$ cat config.mk
export PLATFORM = sky130hd
export DESIGN_NAME = sprite_tile_priority_mixer_unit_flat
export DESIGN_NICKNAME = d
export VERILOG_FILES = /design/src/hw/rtl/stpm_pkg.sv /design/src/hw/rtl/stpm_if.sv /design/src/hw/rtl/sprite_tile_priority_mixer_unit.sv /design/src/flat_wrapper.sv
export VERILOG_INCLUDE_DIRS = /design/src /design/src/hw/rtl
export SDC_FILE = /design/constraint.sdc
export NUM_CORES = 1
export LEC_CHECK = 0
export ABC_CLOCK_PERIOD_IN_PS = 3810
export BUFFER_PORTS_ARGS = -buffer_cell sky130_fd_sc_hd__clkbuf_2
export CAP_MARGIN = 20
export CORE_MARGIN = 2
export CORE_UTILIZATION = 55
export DETAILED_ROUTE_END_ITERATION = 8
export PLACE_DENSITY = 0.74
export SYNTH_ARGS = -nofsm -noshare
export SYNTH_HDL_FRONTEND = slang
export SYNTH_SLANG_ARGS = --single-unit
$ cat constraint.sdc
create_clock -name clk -period 3.81 [get_ports clk]
set_input_delay 0.9525 -clock clk [delete_from_list [all_inputs] [get_ports clk]]
set_output_delay 0.9525 -clock clk [all_outputs]
set_load 0.02 [all_outputs]
$ cat src/hw/rtl/assert_macros.svh
// assertion helpers shared by the rtl
`ifndef ASSERT_MACROS_SVH
`define ASSERT_MACROS_SVH

// same-cycle implication, disabled while reset is asserted
`define STPM_ASSERT_SAME(lbl, clk, rstn, ante, cons) \
	lbl: assert property (@(posedge clk) disable iff (!(rstn)) (ante) |-> (cons)) \
		else $error("assertion failed");

// next-cycle implication, disabled while reset is asserted
`define STPM_ASSERT_NEXT(lbl, clk, rstn, ante, cons) \
	lbl: assert property (@(posedge clk) disable iff (!(rstn)) (ante) |=> (cons)) \
		else $error("assertion failed");

`endif

$ cat src/hw/rtl/stpm_pkg.sv
`default_nettype none

package stpm_pkg;

	localparam int PEN_W      = 16;
	localparam int TPRIO_W    = 3;
	localparam int PIX_W      = 16;
	localparam int ADDR_W     = 12;
	localparam int DATA_W     = 8;
	localparam int SPEN_W     = 12;
	localparam int SPRIO_W    = 4;
	localparam int MASK_W     = 8;
	localparam int ENTRIES    = 1 << SPRIO_W;
	localparam int PROBE_W    = 3;

	localparam logic OP_MIX   = 1'b0;
	localparam logic OP_WRITE = 1'b1;

	localparam logic [MASK_W-1:0] MASK_OPEN   = 8'h00;
	localparam logic [MASK_W-1:0] MASK_TEXT   = 8'hf0;
	localparam logic [MASK_W-1:0] MASK_ROZ    = 8'hfc;
	localparam logic [MASK_W-1:0] MASK_SHADOW = 8'hfe;
	localparam logic [MASK_W-1:0] MASK_NOISE  = 8'hc0;

	localparam logic [15:0] NOISE_TAPS = 16'hb400;
	localparam logic [15:0] NOISE_SEED = 16'h0001;

	// the eight probe addresses are {~k2,1,~k1,1,~k0, sprite priority, 3'b000}
	function automatic logic probe_hit(input logic [ADDR_W-1:0] addr);
		probe_hit = addr[10] & addr[8] & (addr[2:0] == 3'b000);
	endfunction

	function automatic logic [PROBE_W-1:0] probe_bit(input logic [ADDR_W-1:0] addr);
		probe_bit = ~{addr[11], addr[9], addr[7]};
	endfunction

	function automatic logic [15:0] noise_next(input logic [15:0] cur);
		logic [15:0] nxt;
		nxt = cur >> 1;
		if (cur[0]) begin
			nxt = nxt ^ NOISE_TAPS;
		end
		noise_next = nxt;
	endfunction

endpackage

`default_nettype wire

$ cat src/hw/rtl/stpm_if.sv
`default_nettype none

interface stpm_in_if import stpm_pkg::*; ();
	logic               valid;
	logic               ready;
	logic               operation;
	logic [PEN_W-1:0]   tile_pen;
	logic [TPRIO_W-1:0] tile_priority;
	logic [PIX_W-1:0]   sprite_pixel;
	logic [ADDR_W-1:0]  prio_addr;
	logic [DATA_W-1:0]  prio_data;

	modport source (output valid, operation, tile_pen, tile_priority, sprite_pixel,
		prio_addr, prio_data, input ready);
	modport sink (input valid, operation, tile_pen, tile_priority, sprite_pixel,
		prio_addr, prio_data, output ready);
endinterface

interface stpm_out_if import stpm_pkg::*; ();
	logic             valid;
	logic             ready;
	logic [PEN_W-1:0] pen;
	logic             shadow;
	logic             unhandled;

	modport source (output valid, pen, shadow, unhandled, input ready);
	modport sink (input valid, pen, shadow, unhandled, output ready);
endinterface

`default_nettype wire

$ cat src/hw/rtl/sprite_tile_priority_mixer_unit.sv
`default_nettype none
`include "assert_macros.svh"

// channel   dir  carries
// pix_in    in   mix item (pens, priorities) or priority ram byte write
// pix_out   out  pen, shadow, unhandled; one per mix item, none per write
//
// one item per cycle unless a result stalls; the result register loads as stage 1 moves on
// the 16-entry mask memory is read at transfer and written back as stage 1 moves on;
// a write back is forwarded to the item right behind it
// reset clears the mask valid bits and seeds the noise lfsr, no clearing pass
// a stalled result holds stage 1 and input ready drops only behind it

module sprite_tile_priority_mixer_unit import stpm_pkg::*; (
	input  wire        clk,
	input  wire        arst_n,
	stpm_in_if.sink    pix_in,
	stpm_out_if.source pix_out
);

	// only the 128 bytes that are ever probed matter: kept as one mask byte per sprite priority
	logic [MASK_W-1:0]  mask_mem [ENTRIES];
	logic [ENTRIES-1:0] mask_vld_q;

	logic                s1_valid_q;
	logic                op_s1;
	logic [SPRIO_W-1:0]  idx_s1;
	logic [PEN_W-1:0]    tile_pen_s1;
	logic [TPRIO_W-1:0]  tile_prio_s1;
	logic [SPEN_W-1:0]   spen_s1;
	logic                wr_hit_s1;
	logic [PROBE_W-1:0]  wr_bit_s1;
	logic                wr_val_s1;
	logic [MASK_W-1:0]   rd_data_s1;
	logic                rd_vld_s1;

	logic                fwd_vld_q;
	logic [SPRIO_W-1:0]  fwd_idx_q;
	logic [MASK_W-1:0]   fwd_data_q;

	logic [15:0]         lfsr_q;

	logic                out_valid_q;
	logic [PEN_W-1:0]    out_pen_q;
	logic                out_shadow_q;
	logic                out_unh_q;

	logic                in_xfer;
	logic                s1_go;
	logic [SPRIO_W-1:0]  rd_idx;
	logic [MASK_W-1:0]   cur_mask;
	logic [MASK_W-1:0]   new_mask;
	logic                wr_en;
	logic [15:0]         lfsr_nxt;
	logic [PEN_W-1:0]    mix_pen;
	logic                mix_shadow;
	logic                mix_unh;
	logic                sprite_win;
	logic [PEN_W-1:0]    spen_ext;
	logic [PEN_W-1:0]    sprite_or_tile;

	assign s1_go   = s1_valid_q && (op_s1 == OP_WRITE || !out_valid_q || pix_out.ready);
	assign pix_in.ready = !s1_valid_q || s1_go;
	assign in_xfer = pix_in.valid && pix_in.ready;
	assign rd_idx  = (pix_in.operation == OP_WRITE) ? pix_in.prio_addr[6:3]
		: pix_in.sprite_pixel[PIX_W-1 -: SPRIO_W];

	// memory read port, registered
	always_ff @(posedge clk) begin
		if (in_xfer) begin
			rd_data_s1 <= mask_mem[rd_idx];
		end
		if (wr_en) begin
			mask_mem[idx_s1] <= new_mask;
		end
	end

	always_ff @(posedge clk) begin
		if (in_xfer) begin
			op_s1        <= pix_in.operation;
			idx_s1       <= rd_idx;
			tile_pen_s1  <= pix_in.tile_pen;
			tile_prio_s1 <= pix_in.tile_priority;
			spen_s1      <= pix_in.sprite_pixel[SPEN_W-1:0];
			wr_hit_s1    <= probe_hit(pix_in.prio_addr);
			wr_bit_s1    <= probe_bit(pix_in.prio_addr);
			wr_val_s1    <= |pix_in.prio_data[5:3];
		end
	end

	always_ff @(posedge clk or negedge arst_n) begin
		if (!arst_n) begin
			rd_vld_s1 <= 1'b0;
		end else if (in_xfer) begin
			rd_vld_s1 <= mask_vld_q[rd_idx];
		end
	end

	// take the write back of the previous stage-1 transfer, it missed the read
	always_comb begin
		if (fwd_vld_q && fwd_idx_q == idx_s1) begin
			cur_mask = fwd_data_q;
		end else if (rd_vld_s1) begin
			cur_mask = rd_data_s1;
		end else begin
			cur_mask = '0;
		end
		new_mask = cur_mask;
		new_mask[wr_bit_s1] = wr_val_s1;
	end

	assign wr_en = s1_go && op_s1 == OP_WRITE && wr_hit_s1;

	always_ff @(posedge clk or negedge arst_n) begin
		if (!arst_n) begin
			s1_valid_q <= 1'b0;
			mask_vld_q <= '0;
			fwd_vld_q  <= 1'b0;
			lfsr_q     <= NOISE_SEED;
		end else begin
			if (in_xfer) begin
				s1_valid_q <= 1'b1;
			end else if (s1_go) begin
				s1_valid_q <= 1'b0;
			end
			if (wr_en) begin
				mask_vld_q[idx_s1] <= 1'b1;
			end
			if (s1_go) begin
				fwd_vld_q <= wr_en;
			end
			if (s1_go && op_s1 == OP_MIX) begin
				lfsr_q <= lfsr_nxt;
			end
		end
	end

	always_ff @(posedge clk) begin
		if (s1_go) begin
			fwd_idx_q  <= idx_s1;
			fwd_data_q <= new_mask;
		end
	end

	// pixel selection
	assign lfsr_nxt       = noise_next(lfsr_q);
	assign spen_ext       = {{(PEN_W-SPEN_W){1'b0}}, spen_s1};
	assign sprite_win     = |spen_s1[7:0];
	assign sprite_or_tile = sprite_win ? spen_ext : tile_pen_s1;

	always_comb begin
		mix_pen    = '0;
		mix_shadow = 1'b0;
		mix_unh    = 1'b0;
		case (cur_mask)
			MASK_OPEN: begin
				mix_pen = sprite_or_tile;
			end
			MASK_TEXT: begin
				mix_pen = !tile_prio_s1[2] ? sprite_or_tile : tile_pen_s1;
			end
			MASK_ROZ: begin
				mix_pen = (tile_prio_s1[2:1] == 2'b00) ? sprite_or_tile : tile_pen_s1;
			end
			MASK_SHADOW: begin
				if (tile_prio_s1 == '0) begin
					mix_pen = sprite_or_tile;
				end else begin
					mix_pen    = tile_pen_s1;
					mix_shadow = !tile_prio_s1[2];
				end
			end
			MASK_NOISE: begin
				mix_pen = {{(PEN_W-SPEN_W){1'b0}}, lfsr_nxt[SPEN_W-1:0]};
			end
			default: begin
				mix_unh = 1'b1;
			end
		endcase
	end

	// result register
	always_ff @(posedge clk or negedge arst_n) begin
		if (!arst_n) begin
			out_valid_q <= 1'b0;
		end else if (s1_go && op_s1 == OP_MIX) begin
			out_valid_q <= 1'b1;
		end else if (pix_out.ready) begin
			out_valid_q <= 1'b0;
		end
	end

	always_ff @(posedge clk) begin
		if (s1_go && op_s1 == OP_MIX) begin
			out_pen_q    <= mix_pen;
			out_shadow_q <= mix_shadow;
			out_unh_q    <= mix_unh;
		end
	end

	assign pix_out.valid     = out_valid_q;
	assign pix_out.pen       = out_pen_q;
	assign pix_out.shadow    = out_shadow_q;
	assign pix_out.unhandled = out_unh_q;

	`STPM_ASSERT_SAME(a_lfsr_alive, clk, arst_n, 1'b1, lfsr_q != '0)
	`STPM_ASSERT_SAME(a_ready_only_on_stall, clk, arst_n, !pix_in.ready,
		s1_valid_q && out_valid_q && !pix_out.ready && op_s1 == OP_MIX)
	`STPM_ASSERT_NEXT(a_mix_gives_result, clk, arst_n, s1_go && op_s1 == OP_MIX,
		out_valid_q)
	`STPM_ASSERT_SAME(a_unhandled_blank, clk, arst_n, out_valid_q && out_unh_q,
		out_pen_q == '0 && !out_shadow_q)

endmodule

`default_nettype wire

$ cat src/flat_wrapper.sv
// flat-port wrapper written by rule: the top's interface ports become plain ports
module sprite_tile_priority_mixer_unit_flat import stpm_pkg::*;
  (clk, arst_n, pix_in_valid, pix_in_operation, pix_in_tile_pen, pix_in_tile_priority, pix_in_sprite_pixel, pix_in_prio_addr, pix_in_prio_data, pix_in_ready, pix_out_valid, pix_out_pen, pix_out_shadow, pix_out_unhandled, pix_out_ready);
  stpm_in_if pix_in_i ();
  stpm_out_if pix_out_i ();
  input  wire clk;
  input  wire arst_n;
  input wire logic [$bits(pix_in_i.valid)-1:0] pix_in_valid;
  input wire logic [$bits(pix_in_i.operation)-1:0] pix_in_operation;
  input wire logic [$bits(pix_in_i.tile_pen)-1:0] pix_in_tile_pen;
  input wire logic [$bits(pix_in_i.tile_priority)-1:0] pix_in_tile_priority;
  input wire logic [$bits(pix_in_i.sprite_pixel)-1:0] pix_in_sprite_pixel;
  input wire logic [$bits(pix_in_i.prio_addr)-1:0] pix_in_prio_addr;
  input wire logic [$bits(pix_in_i.prio_data)-1:0] pix_in_prio_data;
  output wire logic [$bits(pix_in_i.ready)-1:0] pix_in_ready;
  output wire logic [$bits(pix_out_i.valid)-1:0] pix_out_valid;
  output wire logic [$bits(pix_out_i.pen)-1:0] pix_out_pen;
  output wire logic [$bits(pix_out_i.shadow)-1:0] pix_out_shadow;
  output wire logic [$bits(pix_out_i.unhandled)-1:0] pix_out_unhandled;
  input wire logic [$bits(pix_out_i.ready)-1:0] pix_out_ready;
  assign pix_in_i.valid = pix_in_valid;
  assign pix_in_i.operation = pix_in_operation;
  assign pix_in_i.tile_pen = pix_in_tile_pen;
  assign pix_in_i.tile_priority = pix_in_tile_priority;
  assign pix_in_i.sprite_pixel = pix_in_sprite_pixel;
  assign pix_in_i.prio_addr = pix_in_prio_addr;
  assign pix_in_i.prio_data = pix_in_prio_data;
  assign pix_in_ready = pix_in_i.ready;
  assign pix_out_valid = pix_out_i.valid;
  assign pix_out_pen = pix_out_i.pen;
  assign pix_out_shadow = pix_out_i.shadow;
  assign pix_out_unhandled = pix_out_i.unhandled;
  assign pix_out_i.ready = pix_out_ready;
  sprite_tile_priority_mixer_unit u_core (.clk(clk), .arst_n(arst_n), .pix_in(pix_in_i), .pix_out(pix_out_i));
endmodule
## Word level (Yosys, flattened, before mapping)

Memories as Yosys holds them, arrays and structs flattened. A register that Yosys moved wholly into a read port is not among the register bits.
Index checks and enable logic that the tools add are counted.

| storage, ports and cells | value |
|---|---|
| RAM bits | 128 |
| logic and storage cells | 84 |
| register bits after elaboration | 107 |
| input port bits | 60 |
| memories | 1 |
| ROM bits | 0 |
| bits in latches | 0 |
| output and inout bits | 20 |

| cells by class | value |
|---|---|
| div/mod/pow operators | 0 |
| muxes and demuxes | 23 |
| eq/ne operators | 5 |
| reduce and logical (&&, ||, !) cells | 24 |
| order comparisons | 5 |
| add/subtract/negate cells | 0 |
| shift-type cells | 0 |
| $mul | 0 |
| bitwise logic cells | 7 |

Memory list:

| memory | depth | width | read ports | clocked after Yosys merged registers in | wr ports | RTL line | RTL |
|---|---|---|---|---|---|---|---|
| u_core.mask_mem | 16 | 8 | 1 | 1 | 1 | sprite_tile_priority_mixer_unit.sv:22 | `logic [MASK_W-1:0] mask_mem [ENTRIES];` |

Operator list:

| kind | number |
|---|---|
| $mux 16 | 5 |
| $pmux 16 s5 | 1 |
| $eq 8x8->1 const B | 4 |
| $mux 8 | 2 |
| $or 16x16->16 | 1 |
| $lt 4x5->1 const B | 2 |
| $mux 1 | 10 |
| $bwmux 8 | 1 |
| $logic_and 1x1->1 | 8 |
| $logic_not 8->1 | 1 |
| $reduce_or 8->1 | 1 |
| $logic_not 3->1 | 2 |
| $reduce_or 5->1 | 1 |
| $bmux 1 s4 | 1 |
| $demux 1 s4 | 1 |
| $eq 4x4->1 | 1 |
| $ge 4x1->1 const B | 1 |
| $lt 3x4->1 const B | 1 |
| $mux 4 | 1 |
| $not 3->4 | 1 |
| $reduce_bool 2->1 | 2 |
| $demux 1 s3 | 1 |
| $ge 3x1->1 const B | 1 |
| $logic_not 1->1 | 3 |
| 7 further kinds | 11 |

## Depth between registers and ports, before layout

Gate-level depths: netlist (run 1).

| logic depth | value |
|---|---|
| depth after elaboration | 8 |
| gate-level depth with buffers | 10 |
| gate-level depth less buffers | 8 |

## Least setup slack after synthesis (run 1)

Ideal clock, no wire load.

| path | value |
|---|---|
| kind | input -> register |
| start | input port pix_out_ready |
| end | register u_core.rd_vld_s1 |
| data arrival time | 2,974 ps |
| stages | 5 |
| buffers on the path | 0 |
| required time | 3,683 ps |
| library setup time | 127 ps |
| setup slack | 709 ps |
| cells stage by stage | nand2b_1 > nor2_1 > nand2_1 > and2_1 > mux2_2 |

| on the way | value |
|---|---|
| word-level cells in the longest chain between the ends | 4 |

RTL lines:

| what | RTL line | RTL |
|---|---|---|
| from (decl) | flat_wrapper.sv:20 | `input wire logic [$bits(pix_out_i.ready)-1:0] pix_out_ready;` |
| $logic_or 1x1->1 | sprite_tile_priority_mixer_unit.sv:62 | `assign s1_go = s1_valid_q && (op_s1 == OP_WRITE \|\| !out_valid_q \|\| pix_out.ready);` |
| $logic_and 1x1->1 | sprite_tile_priority_mixer_unit.sv:62 |  |
| $logic_or 1x1->1 | sprite_tile_priority_mixer_unit.sv:63 | `assign pix_in.ready = !s1_valid_q \|\| s1_go;` |
| net pix_in_ready | flat_wrapper.sv:15 | `output wire logic [$bits(pix_in_i.ready)-1:0] pix_in_ready;` |
| $logic_and 1x1->1 | sprite_tile_priority_mixer_unit.sv:64 | `assign in_xfer = pix_in.valid && pix_in.ready;` |
| net u_core.in_xfer | sprite_tile_priority_mixer_unit.sv:48 | `logic in_xfer;` |
| to (signal assigned) | sprite_tile_priority_mixer_unit.sv:95 | `rd_vld_s1 <= mask_vld_q[rd_idx];` |
| to (decl) | sprite_tile_priority_mixer_unit.sv:35 | `logic rd_vld_s1;` |

The timed path passes the listed nets, and every way through them passes these cells.
A chain may end at the register's enable or synchronous reset.

## Worst setup path in the final report (run 1)

| path | value |
|---|---|
| start | register u_core.idx_s1[1] |
| end | register u_core.out_pen_q[9], in the netlist u_core.pix_out.pen[9] (data pin) |

| on the way | value |
|---|---|
| word-level cells in the longest chain between the ends | 5 |
| elaborated cells between the ends (all ways) | 9 |
| those cells by class | 5 x eq/ne; 2 x mux; 2 x reduce/logical |

RTL lines:

| what | RTL line | RTL |
|---|---|---|
| from (decl) | sprite_tile_priority_mixer_unit.sv:27 | `logic [SPRIO_W-1:0] idx_s1;` |
| from (signal assigned) | sprite_tile_priority_mixer_unit.sv:81 | `idx_s1 <= rd_idx;` |
| $eq 4x4->1 (*) | sprite_tile_priority_mixer_unit.sv:101 | `if (fwd_vld_q && fwd_idx_q == idx_s1) begin` |
| $logic_and 1x1->1 (*) | sprite_tile_priority_mixer_unit.sv:101 |  |
| $mux 8 (*) | sprite_tile_priority_mixer_unit.sv:101 |  |
| $eq 8x8->1 / $logic_not 8->1 (equally long branches) | sprite_tile_priority_mixer_unit.sv:155 | `case (cur_mask)` |
| $pmux 16 s5 (*) | sprite_tile_priority_mixer_unit.sv:155 |  |
| net u_core.mix_pen[9] | sprite_tile_priority_mixer_unit.sv:55 | `logic [PEN_W-1:0] mix_pen;` |
| to (signal assigned) | sprite_tile_priority_mixer_unit.sv:195 | `out_pen_q <= mix_pen;` |
| to (decl) | sprite_tile_priority_mixer_unit.sv:44 | `logic [PEN_W-1:0] out_pen_q;` |

The timed path passes the listed nets; every way through them passes the cells marked *.

==> impl_metrics.yaml, run 1 <==
status:
  status: "finished, final reports clean"
place:
  place.port_buffers: 74
  place_congestion: 0.839
  dp_hpwl_um: 14100
drt:
  firstDrtPassIters: 5
  drc_errors: 0
  wirelength_um: 22100
  vias: 6587
  wire_per_inst_um: 20.0
  postRouteAntennaNets: 0
  drtIter0Drc: 431
  via_per_inst: 5.96
power_and_ir_drop:
  p_int_mw: 4.83
  leakage_nw: 4.36
  p_per_area_nw_per_um2: 549
  pwr-share-comb: 0.111
  switching_share: 0.239
  power_switching_mw: 1.52
  p_seq_frac: 0.522
  clockPowerShare: 0.367
  ir_worst_vdd_v: 0.000533
clock_tree:
  clock_tree.root_cell: "clkbuf_16"
  ctsHtreeMaxLevel: 1
  cts_buffers: 25
  clk_pin_slew_ns: 0.06
  max-clock-path-buffers: 3
  cts.sinks: 243
  postCtsSetupBuffers: 0
  cts_tree: "done"
  hold_buffers: 0
  clock_latency_ns: 0.52
  ctsResizeCount: 0
sta:
  fin_crit_ns: 3.21
  fin_skew_ns: 0.00919
  timing.final.crit_share: 0.843
  relSlewSlack: 0.349
  drv_slew: 0
  rsz0062_at_grt: "false"
  max_freq_mhz: 311
  tns_ns: 0
  finalSetupViolCount: 0
  tightest_slew_ns: 0.972
  hold_viol: 0
die:
  io_pins: 80
  die-area_sq_um: 19300
  start_util: 0.560
  die_h_um: 139
  rows: 49
  fp.dieW_um: 139
  coreArea_sq_um: 17900
finish:
  nets: 917
  drive_gt1_frac: 0.213
  diodes: 0
  area_growth_pct: 15.1
  post-route-util: 0.645
synthesis:
  synth_async_sr_flop_share: 0.148
  synth_most_common_cell: "edfxtp_1"
  avgSynthCellArea_sq_um: 13.1
  ys_seq_area_frac: 0.710
  yosys.area.top_type: "edfxtp_1"
  synth_area_sq_um: 10000
  yosysTopAreaCellShare: 0.620
  ys_types: 53
  synth_seq_cells: 243
  synthCells: 768
  yosys_warnings: 0
  synth_ff_type: "edfxtp_1"
  syn_nets: 828
  synth_edf_count: 207
  synth.top_cells.by_count: "edfxtp_1 (207), nand2_1 (176), dfrtp_1 (35)"
  ys_top_cells_by_area: "edfxtp_1 (62%), dfrtp_1 (8.7%), nand2_1 (6.6%), mux2_2 (2.1%), and3_1 (1.7%)"
setup_path:
  end_kind: "flip-flop"
  critical_path_class: "flip-flop to flip-flop"
  cp_max_fo: 12
  required_ns: 4.07
  cp_data_arrival_time_ns: 3.47
  crit_path_start_kind: "flip-flop"
global_route:
  first_global_vias: 6473
  antenna_found_initial: 0
  track_usage: 0.228
  grt_pass1_wl_um: 34700
  gr-total-overflow: 0
  grt_max_degree: 73
hold_path:
  holdCritPathClass: "flip-flop to flip-flop"
flow_run:
  drv_cap: 0
routing by layer:
layer	global-route usage	share of wire	wire length (um)	up-vias
met2	0.375	0.48	10700	302
met3	0.0338	0.069	1520	46
li1	-	-	-	3042
met5	0	0	0	-
met4	0.0680	0.025	554	0
met1	0.320	0.42	9330	3197
worst max-delay path, cell delays in order (launching register included):
cell	delay [ns]
edfxtp_1	0.57
or2b_1	0.18
o2111ai_2	0.14
a2111oi_4	0.68
mux2i_1	0.27
buf_4	0.19
a21oi_1	0.09
or3_4	0.46
a221o_1	0.38
kinds of logic (layout without fill, tap and decap cells):
group	count (synthesis)	after routing	synth area share
AO/OA/AOI/OAI	115	115	0.0853
XOR/XNOR	4	4	0.00349
buffers and inverters	50	158	0.0202
flip-flops	243	243	0.710
multiplexers	28	28	0.0313
AND/OR/NAND/NOR	328	328	0.150
area by class of cell:
type                            instances  area, sq um
Tap cell                              229          287
Fill cell                            1323         6360
Inverter                               15         56.3
Clock inverter                         10         78.8
Sequential cell                       243         7120
Timing Repair Buffer                   97          543
Clock buffer                           36          718
Multi-Input combinational cell        475         2750
path summary, 6_finish.rpt:
path	depth (start not counted)	slack, ns	start	endpoint
max in group asynchronous	1	2.61	arst_n	u_core.mask_vld_q[3]$_DFFE_PN0P_
worst max register to register	8	0.60	u_core.idx_s1[1]$_DFFE_PP_	u_core.pix_out.pen[9]$_DFFE_PP_
worst min-delay path	1	0.47	u_core.mask_vld_q[4]$_DFFE_PN0P_	u_core.mask_vld_q[4]$_DFFE_PN0P_
min in group asynchronous	1	0.58	arst_n	u_core.s1_valid_q$_DFFE_PN0P_
worst min register to register	1	0.47	u_core.mask_vld_q[4]$_DFFE_PN0P_	u_core.mask_vld_q[4]$_DFFE_PN0P_
worst max-delay path	8	0.60	u_core.idx_s1[1]$_DFFE_PP_	u_core.pix_out.pen[9]$_DFFE_PP_
flip-flops by register name, indices dropped and copies added (netlist names):
name,count
u_core.wr_hit_s1,1
u_core.rd_data_s1,8
u_core.pix_out.unhandled,1
u_core.idx_s1,4
u_core.fwd_idx_q,4
u_core.op_s1,1
u_core.tile_pen_s1,16
u_core.pix_out.pen,16
u_core.pix_out.shadow,1
u_core.lfsr_q,16
u_core.s1_valid_q,1
u_core.mask_vld_q,16
u_core.wr_bit_s1,3
u_core.rd_vld_s1,1
u_core.pix_out.valid,1
u_core.fwd_data_q,8
u_core.spen_s1,12
u_core.fwd_vld_q,1
u_core.wr_val_s1,1
u_core.tile_prio_s1,3
u_core.mask_mem,128
power by group through the flow:
stage | Clock, mW | Combinational (mW) | Sequential, mW
6_report | 2.33 | 0.702 | 3.31
5_1_grt | 2.48 | 0.769 | 3.34
4_1_cts | 2.37 | 0.704 | 3.31
3_5_place_dp | 0 | 0.698 | 3.36
3_3_place_gp | 0 | 0.671 | 3.35
2_1_floorplan | 0 | 0.447 | 3.32
through the flow:
step           hold slack, ns  area [sq um]  cells  setup slack (ns)  power (mW)
6_report                0.472         11500   1105             0.599        6.34
5_1_grt                 0.494         11500   1105             0.389        6.58
4_1_cts                 0.473         11500   1105             0.599        6.38
3_5_place_dp            0.454         10700   1059             0.542        4.06
3_3_place_gp            0.451         10700   1059             0.618        4.02
2_1_floorplan           0.424         10000    768             0.709        3.77
cells in the final DEF, fill, tap and decap left out, drive strengths merged, types with 18 or more instances in the layout:
cell type | synthesis | layout
mux2 | 21 | 21
buf | 4 | 23
a31oi | 24 | 24
and3 | 27 | 27
a311oi | 18 | 18
clkbuf | 31 | 110
nand2 | 176 | 176
edfxtp | 207 | 207
nand3 | 23 | 23
nor2 | 32 | 32
dfrtp | 35 | 35
or2 | 18 | 18
Power figures use the tool's default switching activity.
==> run 2, diff against run 1 <==
--- a/config.mk
+++ b/config.mk
@@ -6,13 +6,14 @@
 export SDC_FILE = /design/constraint.sdc
 export NUM_CORES = 1
 export LEC_CHECK = 0
-export ABC_CLOCK_PERIOD_IN_PS = 3810
+export ABC_AREA = 1
+export ABC_CLOCK_PERIOD_IN_PS = 2590
 export BUFFER_PORTS_ARGS = -buffer_cell sky130_fd_sc_hd__clkbuf_2
 export CAP_MARGIN = 20
 export CORE_MARGIN = 2
-export CORE_UTILIZATION = 55
+export CORE_UTILIZATION = 54
 export DETAILED_ROUTE_END_ITERATION = 8
-export PLACE_DENSITY = 0.74
+export PLACE_DENSITY = 0.76
 export SYNTH_ARGS = -nofsm -noshare
 export SYNTH_HDL_FRONTEND = slang
 export SYNTH_SLANG_ARGS = --single-unit
==> constraint.sdc (replaced) <==
create_clock -name clk -period 2.59 [get_ports clk]
set_input_delay 0.6475 -clock clk [delete_from_list [all_inputs] [get_ports clk]]
set_output_delay 0.6475 -clock clk [all_outputs]
set_load 0.02 [all_outputs]
==> run 2 against run 1 <==
Net effect:
- cell area up 8.2%
- sequential share of layout area down 4.7 points
- die area rose by 8.1%
- worst setup slack worse by 0.40 ns
- clock skew rose by 0.0010 ns
- flip-flop and latch count is the same
- first-iteration DRC count increased by 99%
- via count up 18%
- worst hold slack lost 0.31 ns
- clock-buffer cell count shrank 1
- global-route usage increased by 1.5 points
==> impl_metrics.yaml, run 2 <==
status:
  status: "finished, final reports clean"
global_route:
  grt_max_degree: 48
  first_global_vias: 7256
  gr-total-overflow: 0
  track_usage: 0.243
  use_met3: 0.0377
  busiest_layer: "met2"
  grt_pass1_wl_um: 38700
  antenna_found_initial: 0
  use_met1: 0.333
  met2_usage: 0.403
drt:
  wirelength_um: 25100
  drtIter0Drc: 859
  wire_per_inst_um: 18.1
  via_per_inst: 5.57
  vias: 7750
  firstDrtPassIters: 5
  drc_errors: 0
  postRouteAntennaNets: 0
synthesis:
  yosys_warnings: 0
  synthCells: 997
  avgSynthCellArea_sq_um: 10.7
  synth_ff_type: "edfxtp_1"
  ys_types: 37
  yosys.area.top_type: "edfxtp_1"
  synth_edf_count: 207
  yosysTopAreaCellShare: 0.583
  syn_nets: 1057
  synth_async_sr_flop_share: 0.148
  ys_top_cells_by_area: "edfxtp_1 (58%), dfrtp_1 (8.2%), nand2_1 (6.0%), o21ai_0 (5.9%), nor2_1 (4.6%)"
  synth_most_common_cell: "edfxtp_1"
  ys_seq_area_frac: 0.667
  synth_area_sq_um: 10700
  synth_seq_cells: 243
  synth.top_cells.by_count: "edfxtp_1 (207), nand2_1 (171), nor2_1 (131)"
setup_path:
  cp_cell_sequence: "nand2_1, nand2_1, nor2_2, buf_4, nand4_1, nand2_1, nand2_1, nor2_2, nand2_2, o21ai_1, inv_1, nand2_1"
  cp_slowest_cell: "edfxtp_1"
  required_ns: 2.96
  cp_data_arrival_time_ns: 2.76
  cp_max_fo: 12
  end_kind: "flip-flop"
  crit_path_max_incr_delay_ns: 0.47
  cp_common_cell: "nand2_1"
  critical_path_class: "flip-flop to flip-flop"
  crit_path_start_kind: "flip-flop"
sta:
  timing.final.crit_share: 0.922
  hold_viol: 0
  relSlewSlack: 0.673
  rsz0062_at_grt: "false"
  drv_slew: 0
  max_freq_mhz: 419
  finalSetupViolCount: 0
  tightest_slew_ns: 0.490
  tns_ns: 0
  fin_crit_ns: 2.39
  fin_skew_ns: 0.0102
finish:
  final_cell_mix: "edfxtp_1 (207), nand2_1 (170), nor2_1 (131), o21ai_0 (122), inv_1 (76)"
  area_growth_pct: 17.1
  final_common_cell: "edfxtp_1"
  drive_gt1_frac: 0.186
  max_flop_register: "u_core.mask_mem"
  nets: 1167
  largest_reg_flops: 128
  diodes: 0
  stdcell_count: 1391
die:
  start_util: 0.550
  die-area_sq_um: 20900
  die_h_um: 145
  fp.dieW_um: 145
  coreArea_sq_um: 19400
  rows: 51
  io_pins: 80
power_and_ir_drop:
  pwr-share-comb: 0.125
  power_switching_mw: 2.39
  p_seq_frac: 0.499
  ir_worst_vdd_v: 0.000566
  leakage_nw: 5.02
  p_int_mw: 7.18
  clockPowerShare: 0.376
  switching_share: 0.250
  p_per_area_nw_per_um2: 766
clock_tree:
  ctsHtreeMaxLevel: 1
  cts_buffers: 26
  cts_tree: "done"
  clk_pin_slew_ns: 0.06
  cts.sinks: 243
  clock_latency_ns: 0.53
  postCtsSetupBuffers: 0
  clock_tree.root_cell: "clkbuf_16"
  max-clock-path-buffers: 3
place:
  dp_hpwl_um: 16200
  place.port_buffers: 74
  place_congestion: 0.852
  dp.cells: 1343
flow_run:
  drv_cap: 0
hold_path:
  holdCritPathClass: "input port to async pin"
-- run 2: cell types whose count changed after synthesis, sizes merged, moves of 21 or more --
cell / delta
a31oi: -23
nor2: +108
nand3: +28
o21ai: +131
inv: +70
and3: -27
mux2: -21
-- run 2: metrics by stage --
stage / power (mW) / cell area [sq um] / hold WS, ns / setup slack [ns] / util
after detailed placement: 6.02 / 11600 / 0.449 / 0.194 / 0.600
after global routing: 9.93 / 12500 / 0.206 / 0.0228 / 0.644
final: 9.57 / 12500 / 0.163 / 0.203 / 0.644
after CTS: 9.60 / 12500 / 0.166 / 0.184 / 0.643
after global placement: 5.97 / 11600 / 0.438 / 0.237 / 0.600
after floorplan: 5.56 / 10700 / 0.352 / 0.130 / -
-- run 2: final cells by class --
class / count / area (sq um)
multi-input combinational: 621 / 3010
tap: 265 / 332
timing repair buffer: 130 / 878
clock inverter: 12 / 119
clock buffer: 35 / 726
inverter: 85 / 319
sequential: 243 / 7120
fill: 1509 / 6900
-- run 2: cells by family after synthesis --
group	after synthesis	synth area share
flops	243	0.667
simple gates	404	0.163
compound gates	213	0.114
buf+inv	133	0.0523
xor+xnor	3	0.00246
mux	1	0.000938
-- run 2: critical path, delay by kind of cell, from the launching register on --
| family | cells | cell delay (ns) |
|---|---|---|
| AO/OA/AOI/OAI | 1 | 0.20 |
| buffers and inverters | 2 | 0.26 |
| flip-flops | 1 | 0.47 |
| AND/OR/NAND/NOR | 9 | 1.29 |
-- run 2: routing by layer --
metal,part of all wire,up-vias
met5,0,-
met4,0.020,0
met3,0.078,37
met2,0.49,329
met1,0.41,3682
li1,-,3702
-- run 2: power by group through the flow --
stage                     combinational [mW]  clock [mW]  sequential, mW
after CTS                               1.19        3.65            4.77
after detailed placement                1.18           0            4.84
final                                   1.20        3.60            4.77
after global placement                  1.14           0            4.83
after global routing                    1.34        3.79            4.80
after floorplan                        0.739           0            4.82
-- run 2: timing repair --
item / CTS / global route
hold buffers: 0 / 0
resized for setup: 0 / 1
setup endpoints to repair: 0 / 12
-- run 2: worst paths after layout --
check	depth (start not counted)	to	slack, ns	start
min in group clk	1	u_core.spen_s1[8]$_DFFE_PP_	0.29	pix_in_sprite_pixel[8]
worst max register to register	12	u_core.pix_out.pen[11]$_DFFE_PP_	0.20	u_core.idx_s1[0]$_DFFE_PP_
worst min-delay path	2	u_core.fwd_vld_q$_DFFE_PN0P_	0.16	arst_n
worst max-delay path	12	u_core.pix_out.pen[11]$_DFFE_PP_	0.20	u_core.idx_s1[0]$_DFFE_PP_
worst min register to register	2	u_core.mask_vld_q[1]$_DFFE_PN0P_	0.46	u_core.mask_vld_q[1]$_DFFE_PN0P_
max in group asynchronous	2	u_core.lfsr_q[0]$_DFFE_PN1P_	2.07	arst_n
==> run 3, diff against run 2 <==
--- a/config.mk
+++ b/config.mk
@@ -7,13 +7,13 @@
 export NUM_CORES = 1
 export LEC_CHECK = 0
 export ABC_AREA = 1
-export ABC_CLOCK_PERIOD_IN_PS = 2590
+export ABC_CLOCK_PERIOD_IN_PS = 2400
 export BUFFER_PORTS_ARGS = -buffer_cell sky130_fd_sc_hd__clkbuf_2
 export CAP_MARGIN = 20
 export CORE_MARGIN = 2
-export CORE_UTILIZATION = 54
+export CORE_UTILIZATION = 55
 export DETAILED_ROUTE_END_ITERATION = 8
-export PLACE_DENSITY = 0.76
+export PLACE_DENSITY = 0.74
 export SYNTH_ARGS = -nofsm -noshare
 export SYNTH_HDL_FRONTEND = slang
 export SYNTH_SLANG_ARGS = --single-unit
==> constraint.sdc (replaced) <==
create_clock -name clk -period 2.4 [get_ports clk]
set_input_delay 0.6 -clock clk [delete_from_list [all_inputs] [get_ports clk]]
set_output_delay 0.6 -clock clk [all_outputs]
set_load 0.02 [all_outputs]
==> run 3 against run 2 <==
Net effect:
- total power grew 6.1%
- first-iteration DRC count is 16% lower
- non-clock buffer count up 4
- routed wire length shrank 3.5%
- critical path type unchanged
- largest power group unchanged
- highest routed layer unchanged
==> impl_metrics.yaml, run 3 (synthesis results as in run 2) <==
sta:
  hold_viol: 0
  tightest_slew_ns: 0.535
  fin_crit_ns: 2.22
  drv_slew: 0
  fin_skew_ns: 0.0155
  timing.hold.ws_ns: 0.116
  max_freq_mhz: 451
  finalSetupViolCount: 0
  rsz0062_at_grt: "false"
  relSlewSlack: 0.642
  tns_ns: 0
  timing.final.crit_share: 0.924
flow_run:
  drv_cap: 0
global_route:
  grt_pass1_wl_um: 37900
  track_usage: 0.241
  first_global_vias: 7160
  gr-total-overflow: 0
  antenna_found_initial: 0
  grt_max_degree: 52
power_and_ir_drop:
  ir_worst_vdd_v: 0.000736
  p_per_area_nw_per_um2: 812
  leakage_nw: 5.03
die:
  start_util: 0.565
  io_pins: 80
  rows: 50
  die_h_um: 143
  coreArea_sq_um: 18900
  fp.dieW_um: 143
  die-area_sq_um: 20500
clock_tree:
  ctsHtreeMaxLevel: 1
  clock_latency_ns: 0.52
  clk_pin_slew_ns: 0.06
  max-clock-path-buffers: 3
  cts_buffers: 25
  cts.sinks: 243
  hold_buffers: 0
  cts_tree: "done"
  clock_tree.root_cell: "clkbuf_16"
setup_path:
  path_delay_family: "simple AND/OR/NAND/NOR gates"
  critical_path_class: "flip-flop to flip-flop"
  required_ns: 2.78
  cp_data_arrival_time_ns: 2.60
  cp_max_fo: 30
  cp_slowest_cell: "edfxtp_1"
  crit_path_start_kind: "flip-flop"
  end_kind: "flip-flop"
  crit_path_max_incr_delay_ns: 0.45
  cp_num_buf_inv: 4
  cp_common_cell: "nand2_1"
  cp_cell_sequence: "nand2_1, nand2_1, nor2_4, buf_4, nand4_1, nand2_1, nand2_1, nor2_2, buf_12, buf_4, nand3b_1, o21ai_0, inv_1, nand2_1"
drt:
  drc_errors: 0
  wire_per_inst_um: 17.5
  postRouteAntennaNets: 0
  firstDrtPassIters: 8
  vias: 7596
  drtIter0Drc: 725
  via_per_inst: 5.47
  wirelength_um: 24300
finish:
  diodes: 0
  final_common_cell: "edfxtp_1"
  max_flop_register: "u_core.mask_mem"
  num-fill-cells: 1446
  largest_reg_flops: 128
  nets: 1170
  area_growth_pct: 17.2
  drive_gt1_frac: 0.188
  post-route-util: 0.662
  final_cell_mix: "edfxtp_1 (207), nand2_1 (169), nor2_1 (130), o21ai_0 (122), inv_1 (76)"
place:
  place_congestion: 0.872
  dp_hpwl_um: 16000
  place.port_buffers: 74
hold_path:
  holdCritPathClass: "input port to async pin"
status:
  status: "finished, final reports clean"
==> run 3: cell count changes in the layout (fill, tap and decap cells not counted), moves of 2 or more <==
| cell | change |
|---|---|
| clkbuf_16 | -2 |
| buf_12 | +2 |
| inv_6 | +2 |
| nor2_4 | +2 |
==> run 3: cell type report <==
class | count | area [sq um] | area share
Timing Repair Buffer | 134 | 937 | 0.0749
Inverter | 85 | 322 | 0.0257
Multi-Input combinational cell | 621 | 3030 | 0.242
Sequential cell | 243 | 7120 | 0.569
Tap cell | 260 | 325 | 0.0260
Clock buffer | 33 | 666 | 0.0532
Clock inverter | 12 | 111 | 0.00891
==> run 3: through the flow <==
stage / area [sq um] / std cells / worst slack (ns) / power [mW]
floorplan: 10700 / 997 / 0.0140 / 6.00
global placement: 11700 / 1341 / 0.0352 / 6.48
detailed placement: 11700 / 1341 / 0.0132 / 6.52
CTS: 12500 / 1386 / 0.00630 / 10.2
global route: 12500 / 1388 / 0.000666 / 10.6
finish: 12500 / 1388 / 0.181 / 10.2
==> run 3: path summary, 6_finish.rpt <==
path                                                     endpoint  depth (start not counted)                               from  slack [ns]
worst min register to register  u_core.mask_vld_q[11]$_DFFE_PN0P_                          2  u_core.mask_vld_q[11]$_DFFE_PN0P_        0.46
min in group clk                 u_core.tile_pen_s1[14]$_DFFE_PP_                          1                pix_in_tile_pen[14]        0.25
worst min-delay path             u_core.pix_out.valid$_DFFE_PN0P_                          2                             arst_n        0.12
worst max-delay path              u_core.pix_out.pen[4]$_DFFE_PP_                         14         u_core.idx_s1[1]$_DFFE_PP_        0.18
max in group asynchronous            u_core.lfsr_q[0]$_DFFE_PN1P_                          2                             arst_n        1.92
worst max register to register    u_core.pix_out.pen[4]$_DFFE_PP_                         14         u_core.idx_s1[1]$_DFFE_PP_        0.18
==> run 3: power breakdown <==
group	switching, mW	internal, mW
Combinational	0.871	0.452
Clock	1.52	2.16
Sequential	0.164	4.98
Total	2.56	7.59
==> run 3: what timing repair did <==
item / 4_1_cts / 5_1_grt
gates resized for setup: 0 / 8
setup buffers: 0 / 2
setup endpoints to repair: 0 / 18
==> run 3: per-layer routing <==
| layer | track usage | share of wire |
|---|---|---|
| met1 | 0.327 | 0.42 |
| met2 | 0.405 | 0.49 |
| met3 | 0.0339 | 0.057 |
| met4 | 0.0810 | 0.032 |
| met5 | 0 | 0 |
